===== config.mk =====
export PLATFORM = sky130hd
export DESIGN_NAME = cascading_prescaled_timer_bank_flat
export DESIGN_NICKNAME = d
export VERILOG_FILES = /design/src/hdl/cptb_pkg.sv /design/src/hdl/cptb_if.sv /design/src/hdl/cptb_step_unit.sv /design/src/hdl/cascading_prescaled_timer_bank.sv /design/src/flat_wrapper.sv
export SDC_FILE = /design/constraint.sdc
export NUM_CORES = 1
export LEC_CHECK = 0
export BUFFER_PORTS_ARGS = -buffer_cell sky130_fd_sc_hd__buf_2
export CORE_ASPECT_RATIO = 2
export CORE_UTILIZATION = 57
export CTS_BUF_LIST = sky130_fd_sc_hd__clkbuf_2 sky130_fd_sc_hd__clkbuf_4 sky130_fd_sc_hd__clkbuf_8
export CTS_CLUSTER_DIAMETER = 120
export CTS_CLUSTER_SIZE = 14
export DETAILED_ROUTE_END_ITERATION = 8
export GPL_ROUTABILITY_DRIVEN = 0
export GPL_TIMING_DRIVEN = 1
export PLACE_DENSITY = 0.77
export SYNTH_ARGS = -nofsm -noshare
export SYNTH_HDL_FRONTEND = slang
export SYNTH_SLANG_ARGS = --single-unit

===== constraint.sdc =====
create_clock -name clk_i -period 7.9 [get_ports clk_i]
set_input_delay 0.395 -clock clk_i [delete_from_list [all_inputs] [get_ports clk_i]]
set_output_delay 0.395 -clock clk_i [all_outputs]
set_load 0.005 [all_outputs]

===== src/hdl/cptb_pkg.sv =====
// shared types, constants and helpers of the cascading prescaled timer bank
package cptb_pkg;

  parameter int unsigned NUM_TIMERS = 4;
  localparam int unsigned TIMER_W   = $clog2(NUM_TIMERS);

  localparam logic [7:0]  CTRL_MASK = 8'hc7;
  localparam logic [16:0] CNT_MAX   = 17'h1ffff;

  // control byte bit positions
  localparam int unsigned CTRL_EN_BIT   = 7;
  localparam int unsigned CTRL_IRQ_BIT  = 6;
  localparam int unsigned CTRL_CASC_BIT = 2;

  typedef enum logic [1:0] {
    OP_RELOAD  = 2'd0,
    OP_CTRL    = 2'd1,
    OP_ADVANCE = 2'd2,
    OP_NONE    = 2'd3
  } op_e;

  typedef enum logic [2:0] {
    S_IDLE,
    S_WRITE,
    S_TIMER,
    S_READ
  } state_e;

  typedef struct packed {
    op_e         op;
    logic [1:0]  timer_index;
    logic        byte_select;
    logic [7:0]  write_byte;
    logic [9:0]  cycle_count;
  } in_item_t;

  typedef struct packed {
    logic [15:0] count_value;
    logic [3:0]  irq_raise;
    logic [1:0]  fifo_tick;
  } out_item_t;

  // one timer's stored state as seen by the update unit
  typedef struct packed {
    logic [16:0] counter;
    logic [10:0] remainder;
    logic [15:0] reload;
    logic [7:0]  ctrl;
  } timer_state_t;

  // update unit result
  typedef struct packed {
    logic [16:0] counter;
    logic [10:0] remainder;
    logic        overflow;
    logic        irq;
  } step_res_t;

  // prescale select to shift amount: divide by 1, 64, 256, 1024
  function automatic logic [3:0] prescale_shift(input logic [1:0] sel);
    logic [3:0] sh;
    unique case (sel)
      2'd0:    sh = 4'd0;
      2'd1:    sh = 4'd6;
      2'd2:    sh = 4'd8;
      default: sh = 4'd10;
    endcase
    return sh;
  endfunction

endpackage


===== src/hdl/cptb_if.sv =====
// valid/ready channel interfaces for input and result items
interface cptb_in_if;
  import cptb_pkg::*;
  logic     valid;
  logic     ready;
  in_item_t item;
  modport source (output valid, output item, input ready);
  modport sink   (input valid, input item, output ready);
endinterface

interface cptb_out_if;
  import cptb_pkg::*;
  logic      valid;
  logic      ready;
  out_item_t item;
  modport source (output valid, output item, input ready);
  modport sink   (input valid, input item, output ready);
endinterface


===== src/hdl/cptb_step_unit.sv =====
// shared timer update unit: prescale, cascade count, saturation and reload
module cptb_step_unit (
  input  cptb_pkg::timer_state_t tmr_i,
  input  logic                   carry_i,
  input  logic                   first_i,
  input  logic [9:0]             cycles_i,
  output cptb_pkg::step_res_t    res_o
);
  import cptb_pkg::*;

  logic        en;
  logic        casc;
  logic [3:0]  sh;
  logic [11:0] p;
  logic [11:0] mask;
  logic [11:0] inc;
  logic [17:0] sum;
  logic [16:0] sat;
  logic        ovf;

  always_comb begin
    en   = tmr_i.ctrl[CTRL_EN_BIT];
    // timer 0 never cascades; it counts cycles when enabled
    casc = tmr_i.ctrl[CTRL_CASC_BIT] && !first_i;
    sh   = prescale_shift(tmr_i.ctrl[1:0]);
    p    = 12'(tmr_i.remainder) + 12'(cycles_i);
    mask = (12'd1 << sh) - 12'd1;
    // a cascaded timer gains the count even when disabled
    if (casc) begin
      inc = 12'(carry_i);
    end else if (en) begin
      inc = p >> sh;
    end else begin
      inc = '0;
    end
    sum = 18'(tmr_i.counter) + 18'(inc);
    sat = sum[17] ? CNT_MAX : sum[16:0];
    ovf = en && sat[16];

    res_o.overflow  = ovf;
    res_o.irq       = ovf && tmr_i.ctrl[CTRL_IRQ_BIT];
    res_o.remainder = (en && !casc) ? 11'(p & mask) : tmr_i.remainder;
    // reload plus the excess never exceeds 17 bits
    res_o.counter   = ovf ? (17'(tmr_i.reload) + 17'(sat[15:0])) : sat;
  end

endmodule


===== src/hdl/cascading_prescaled_timer_bank.sv =====
// top level of the cascading prescaled timer bank: sequencer and timer state
// A bank of NUM_TIMERS 16-bit up-counting timers with reload values and control
// bytes (prescale select, cascade, irq enable, enable). Every input item gives
// exactly one result item: the low 16 bits of the addressed timer's counter
// after the item, plus irq and audio fifo tick flags for advance items. Reload,
// control and undefined items pass through the idle, write and read states,
// with the result registered in the read state; an advance passes through
// idle, one sweep step per timer and read, with the result registered in the
// read state, because one shared update unit steps the timers in ascending
// order, one per cycle, so an overflow carries into the next timer within the
// same advance. A result sits in an output register; the next item is taken
// while it waits, and the sequencer only stalls in the read state if that
// register is still full. All timer state is cleared by reset, so no warm-up
// pass is needed.
module cascading_prescaled_timer_bank (
  input  logic            clk_i,
  input  logic            rst_ni,
  cptb_in_if.sink         in_i,
  cptb_out_if.source      out_o
);
  import cptb_pkg::*;

  // per-timer state, read at one address chosen by the sequencer
  logic [16:0] cnt_q    [NUM_TIMERS];
  logic [10:0] rem_q    [NUM_TIMERS];
  logic [15:0] reload_q [NUM_TIMERS];
  logic [7:0]  ctrl_q   [NUM_TIMERS];

  state_e       state_q, state_d;
  in_item_t     item_q;
  logic [TIMER_W-1:0] t_q, t_d;
  logic         carry_q, carry_d;
  logic [3:0]   irq_q, irq_d;
  logic [1:0]   fifo_q, fifo_d;
  logic         out_valid_q, out_valid_d;
  out_item_t    res_q;

  logic               idx_ok;
  logic [TIMER_W-1:0] addr;
  timer_state_t       rd;
  step_res_t          step;
  logic               do_write;
  logic               do_step;
  logic               do_result;
  logic               last_timer;

  // one read port into the state arrays
  assign idx_ok = 3'(item_q.timer_index) < 3'(NUM_TIMERS);
  assign addr   = (state_q == S_TIMER) ? t_q : item_q.timer_index[TIMER_W-1:0];

  always_comb begin
    rd.counter   = cnt_q[addr];
    rd.remainder = rem_q[addr];
    rd.reload    = reload_q[addr];
    rd.ctrl      = ctrl_q[addr];
  end

  assign last_timer = (t_q == TIMER_W'(NUM_TIMERS - 1));

  cptb_step_unit u_step (
    .tmr_i    (rd),
    .carry_i  (carry_q),
    .first_i  (t_q == '0),
    .cycles_i (item_q.cycle_count),
    .res_o    (step)
  );

  // state register
  always_ff @(posedge clk_i or negedge rst_ni) begin
    if (!rst_ni) begin
      state_q <= S_IDLE;
    end else begin
      state_q <= state_d;
    end
  end

  // sequencer: next state and strobes
  always_comb begin
    state_d     = state_q;
    t_d         = t_q;
    carry_d     = carry_q;
    irq_d       = irq_q;
    fifo_d      = fifo_q;
    out_valid_d = out_valid_q && !out_o.ready;
    do_write    = 1'b0;
    do_step     = 1'b0;
    do_result   = 1'b0;
    in_i.ready  = 1'b0;

    unique case (state_q)
      S_IDLE: begin
        in_i.ready = 1'b1;
        if (in_i.valid) begin
          t_d     = '0;
          carry_d = 1'b0;
          irq_d   = '0;
          fifo_d  = '0;
          state_d = (in_i.item.op == OP_ADVANCE) ? S_TIMER : S_WRITE;
        end
      end
      S_WRITE: begin
        do_write = 1'b1;
        state_d  = S_READ;
      end
      S_TIMER: begin
        do_step = 1'b1;
        carry_d = step.overflow;
        if (step.irq) begin
          irq_d = irq_q | (4'd1 << t_q);
        end
        // audio fifo ticks come from timers 0 and 1 only
        if (step.overflow && (t_q == TIMER_W'(0))) begin
          fifo_d[0] = 1'b1;
        end
        if (step.overflow && (t_q == TIMER_W'(1))) begin
          fifo_d[1] = 1'b1;
        end
        if (last_timer) begin
          state_d = S_READ;
        end else begin
          t_d = t_q + TIMER_W'(1);
        end
      end
      S_READ: begin
        // wait for the output register to drain
        if (!out_valid_q || out_o.ready) begin
          do_result   = 1'b1;
          out_valid_d = 1'b1;
          state_d     = S_IDLE;
        end
      end
      default: begin
        state_d = S_IDLE;
      end
    endcase
  end

  // sequencer registers
  always_ff @(posedge clk_i or negedge rst_ni) begin
    if (!rst_ni) begin
      t_q         <= '0;
      carry_q     <= 1'b0;
      irq_q       <= '0;
      fifo_q      <= '0;
      out_valid_q <= 1'b0;
    end else begin
      t_q         <= t_d;
      carry_q     <= carry_d;
      irq_q       <= irq_d;
      fifo_q      <= fifo_d;
      out_valid_q <= out_valid_d;
    end
  end

  // captured item and result payload
  always_ff @(posedge clk_i or negedge rst_ni) begin
    if (!rst_ni) begin
      item_q <= '0;
      res_q  <= '0;
    end else begin
      if (in_i.valid && in_i.ready) begin
        item_q <= in_i.item;
      end
      if (do_result) begin
        res_q.count_value <= idx_ok ? rd.counter[15:0] : 16'd0;
        res_q.irq_raise   <= irq_q;
        res_q.fifo_tick   <= fifo_q;
      end
    end
  end

  // timer state: one write address per cycle
  always_ff @(posedge clk_i or negedge rst_ni) begin
    if (!rst_ni) begin
      for (int i = 0; i < NUM_TIMERS; i++) begin
        cnt_q[i]    <= '0;
        rem_q[i]    <= '0;
        reload_q[i] <= '0;
        ctrl_q[i]   <= '0;
      end
    end else if (do_step) begin
      cnt_q[addr] <= step.counter;
      rem_q[addr] <= step.remainder;
    end else if (do_write && idx_ok) begin
      if (item_q.op == OP_RELOAD) begin
        if (item_q.byte_select) begin
          reload_q[addr][15:8] <= item_q.write_byte;
        end else begin
          reload_q[addr][7:0]  <= item_q.write_byte;
        end
      end else if (item_q.op == OP_CTRL && !item_q.byte_select) begin
        // rising enable restarts the timer from its reload value
        if (!rd.ctrl[CTRL_EN_BIT] && item_q.write_byte[CTRL_EN_BIT]) begin
          cnt_q[addr] <= 17'(rd.reload);
          rem_q[addr] <= '0;
        end
        ctrl_q[addr] <= item_q.write_byte & CTRL_MASK;
      end
    end
  end

  assign out_o.valid = out_valid_q;
  assign out_o.item  = res_q;

`ifndef NO_ASSERTIONS
  // an accepted advance starts the timer sweep at timer 0
  a_adv_start: assert property (@(posedge clk_i) disable iff (!rst_ni)
    (in_i.valid && in_i.ready && in_i.item.op == OP_ADVANCE)
      |=> (state_q == S_TIMER && t_q == '0))
    else $error("advance did not start sweep at timer 0");

  // register writes never raise interrupt or fifo flags
  a_write_flags: assert property (@(posedge clk_i) disable iff (!rst_ni)
    (state_q == S_READ && item_q.op != OP_ADVANCE) |-> (irq_q == '0 && fifo_q == '0))
    else $error("flags set by a non-advance item");

  // stored control bytes keep the unwritable bits clear
  a_ctrl_mask: assert property (@(posedge clk_i) disable iff (!rst_ni)
    (rd.ctrl & ~CTRL_MASK) == 8'd0)
    else $error("control byte holds masked bits");

  // a disabled timer never overflows
  a_no_idle_ovf: assert property (@(posedge clk_i) disable iff (!rst_ni)
    (do_step && !rd.ctrl[CTRL_EN_BIT]) |-> !step.overflow)
    else $error("disabled timer overflowed");

  // the sweep ends in the result state
  a_sweep_end: assert property (@(posedge clk_i) disable iff (!rst_ni)
    (state_q == S_TIMER && last_timer) |=> state_q == S_READ)
    else $error("sweep did not hand over to result");
`endif

endmodule

===== src/flat_wrapper.sv =====
// flat-port wrapper written by rule: the top's interface ports become plain ports
module cascading_prescaled_timer_bank_flat import cptb_pkg::*;
  (clk_i, rst_ni, in_i_valid, in_i_item, in_i_ready, out_o_valid, out_o_item, out_o_ready);
  cptb_in_if in_i_i ();
  cptb_out_if out_o_i ();
  input  logic clk_i;
  input  logic rst_ni;
  input wire logic [$bits(in_i_i.valid)-1:0] in_i_valid;
  input wire logic [$bits(in_i_i.item)-1:0] in_i_item;
  output wire logic [$bits(in_i_i.ready)-1:0] in_i_ready;
  output wire logic [$bits(out_o_i.valid)-1:0] out_o_valid;
  output wire logic [$bits(out_o_i.item)-1:0] out_o_item;
  input wire logic [$bits(out_o_i.ready)-1:0] out_o_ready;
  assign in_i_i.valid = in_i_valid;
  assign in_i_i.item = in_i_item;
  assign in_i_ready = in_i_i.ready;
  assign out_o_valid = out_o_i.valid;
  assign out_o_item = out_o_i.item;
  assign out_o_i.ready = out_o_ready;
  cascading_prescaled_timer_bank u_core (.clk_i(clk_i), .rst_ni(rst_ni), .in_i(in_i_i), .out_o(out_o_i));
endmodule

==> results.toml <==
[clock_network]
ctsRootBufferMaster = "clkbuf_8"
clkLatencyLatePin_ns = 0.57
numCtsBuffers = 22
cts_buffer_depth = 3
cts.clk_slew.worst_paths_ns = 0.09
htreeDepth = 1
cts.sinks = 253
cts_tree = "done"

[sta]
hold_ws_ns = 0.0654
fin_ws_ns = 0.287
drv_slew = 0
fmax_mhz = 131
slew_headroom = 0.279
min_period_over_period = 0.964
finalClockSkew_ns = 0.0301
period_minus_slack_ns = 7.61
tightest_slew_ns = 1.08
hold_viol = 0
finalSetupViolations = 0

[synthesis]
syn-cell-area_sq_um = 14200
synth_cell_type_count = 68
async_flop_share = 1.00
syn_nets = 1479
synth-edff-count = 0
ys_seq_area_frac = 0.447
synth-seq-cells = 253
ys.flop_type = "dfrtp_1"
ys_warn_count = 0
avgSynthCellArea_sq_um = 10.1
postSynthCellCount = 1402

[critical_path]
cpPeakStageDelay_ns = 0.46
slowest_stage = "fa_1"
cp_common_cell = "o21ai_0"
arrival_ns = 8.05
critPathKind = "flop to flop"
rrSetupSlack_ns = 0.29
start_kind = "flop"
cp_max_fo = 14
required_ns = 8.34
reg2reg_depth = 34
r2r-end = "u_core.cnt_q[13]"
r2r_start = "u_core.state_q[0]"
worstSetupEndpointType = "flop"

[floorplanning]
start_util = 0.580
rows = 81
io_pins = 51
die_x_um = 113
core_sq_um = 24400
die_area_sq_um = 25500
chipHeight_um = 225

[placed_design]
dpl.hpwl_mm = 29.1
pre_cts_ws_ns = 0.0475
port_buffers = 50
placed_area_sq_um = 14900

[worst_hold_path]
hold_depth = 2
hp-class = "input port to flop"
min_to = "u_core.item_q[0]"
min_from = "in_i_item[0]"

[grt]
grt_pass1_wl_mm = 60.6
grt_max_degree = 98
grt_overflow = 0
antenna_found_initial = 1
grt_pass1_vias = 11300
grt_usage = 0.314

[finish]
nets = 1535
fin_area_sq_um = 15400
final_cell_mix = "dfrtp_1, nand2_1, mux2_2"
drive_gt1_frac = 0.225
syn2layout_area_growth_pct = 8.68
fin_util = 0.630
final_common_cell = "dfrtp_1"
fill_cells = 1999

[route]
vias = 11500
drc = 0
drt_first_iter_violations = 780
ant_nets = 0
dr.pass1.iters = 6
avgViaCountPerCell = 6.40
wirelength_mm = 39.3
wl_per_cell_um = 22.0

[flow_run]
cap_violations = 0

[outcome]
status = "complete, no violations"
==> per-stage QoR <==
step | instances | setup TNS [ns]
5_1_grt | 1792 | -0.469
3_3_place_gp | 1753 | 0
4_1_cts | 1779 | 0
3_5_place_dp | 1753 | 0
2_1_floorplan | 1402 | 0
6_report | 1792 | 0
==> final cells by class <==
class | count | area, sq um | area share
Tap cell | 332 | 415 | 0.0270
Sequential cell | 253 | 6330 | 0.411
Clock inverter | 1 | 16.3 | 0.00106
Timing Repair Buffer | 105 | 676 | 0.0439
Antenna cell | 1 | 2.50 | 0.000163
Clock buffer | 24 | 324 | 0.0210
Multi-Input combinational cell | 1059 | 7570 | 0.492
Inverter | 17 | 63.8 | 0.00414
==> how the worst max path moves through the flow <==
stage | start | to | slack, ns | depth (start not counted)
floorplan | u_core.state_q[0] | u_core.cnt_q[16] | 0.02 | 37
global route | u_core.state_q[0] | u_core.cnt_q[33] | -0.07 | 33
global placement | u_core.state_q[0] | u_core.cnt_q[30] | 0.27 | 33
finish | u_core.state_q[0] | u_core.cnt_q[13] | 0.29 | 34
detailed placement | u_core.state_q[0] | u_core.cnt_q[48] | 0.05 | 32
CTS | u_core.state_q[0] | u_core.cnt_q[48] | 0.005 | 32
==> logic make-up (layout without fill, tap and decap cells) <==
group                      after synthesis  in the layout  share of synthesized area
and+or+nand+nor                        435            435                      0.139
AOI/OAI and AO/OA                      323            323                      0.144
DFF                                    253            253                      0.447
muxes                                  224            224                      0.179
buffers and inverters                   90            147                     0.0276
adders and majority gates               50             50                     0.0457
xor gates and xnor gates                27             27                     0.0167
other                                    0              1                          0
==> layer usage <==
| layer | wire length (um) | part of all wire | global-route usage | up-vias |
|---|---|---|---|---|
| li1 | - | - | - | 5125 |
| met1 | 13100 | 0.33 | 0.319 | 5652 |
| met2 | 20700 | 0.53 | 0.559 | 486 |
| met4 | 3520 | 0.090 | 0.270 | 0 |
| met3 | 1990 | 0.050 | 0.0414 | 202 |
| met5 | 0 | 0 | 0 | - |
==> worst max-delay path, delay by kind of cell, from the launching register on <==
family | cells | cell delay (ns)
and+or+nand+nor | 5 | 0.66
xor gates and xnor gates | 2 | 0.26
adders and majority gates | 4 | 1.34
DFF | 1 | 0.42
muxes | 3 | 0.80
AOI/OAI and AO/OA | 16 | 3.36
buffers and inverters | 4 | 0.61
==> Yosys cell counts (3+ instances only) <==
cell type	n	share of area
nand2_1	230	0.061
o21bai_1	6	0.0032
xor2_1	10	0.0062
xnor2_1	17	0.011
o31ai_1	3	0.0016
a21o_1	10	0.0053
o31a_1	3	0.0019
a211oi_1	52	0.028
clkbuf_1	42	0.011
nor3_1	7	0.0025
nand3_1	10	0.0035
and2_1	11	0.0049
or2_2	9	0.0040
nor3b_1	4	0.0021
fa_1	3	0.0042
nor4_1	8	0.0035
buf_1	7	0.0019
a21oi_1	86	0.030
mux2i_1	63	0.045
inv_1	17	0.0045
mux2_2	150	0.12
buf_6	3	0.0024
ha_1	47	0.042
a31oi_1	58	0.026
mux4_2	5	0.0079
nand2b_1	9	0.0040
o21a_1	8	0.0042
nor2b_1	50	0.022
o21ai_1	3	0.0011
o21ai_0	61	0.022
nor2_1	80	0.021
mux2i_4	3	0.0048
a31o_2	3	0.0019
buf_2	19	0.0067
dfrtp_1	253	0.45
o211ai_1	3	0.0016
a221o_1	5	0.0035
==> sequential cells by signal (all words and copies together), names as in the netlist, 2 cells and up <==
register           cells
u_core.cnt_q          68
u_core.reload_q       64
u_core.out_o.item     22
u_core.irq_q           4
u_core.ctrl_q         20
u_core.t_q             2
u_core.fifo_q          2
u_core.rem_q          44
u_core.item_q         23
u_core.state_q         2
==> what timing repair did <==
action	CTS	global route
gates resized for setup	0	27
buffers inserted	0	12
endpoints found under the setup margin	0	43
hold buffers	1	0
endpoints found under the hold margin	95	0
Power is not shown: default switching activity piles up to over one toggle a cycle in this logic, so the estimate is an artifact.
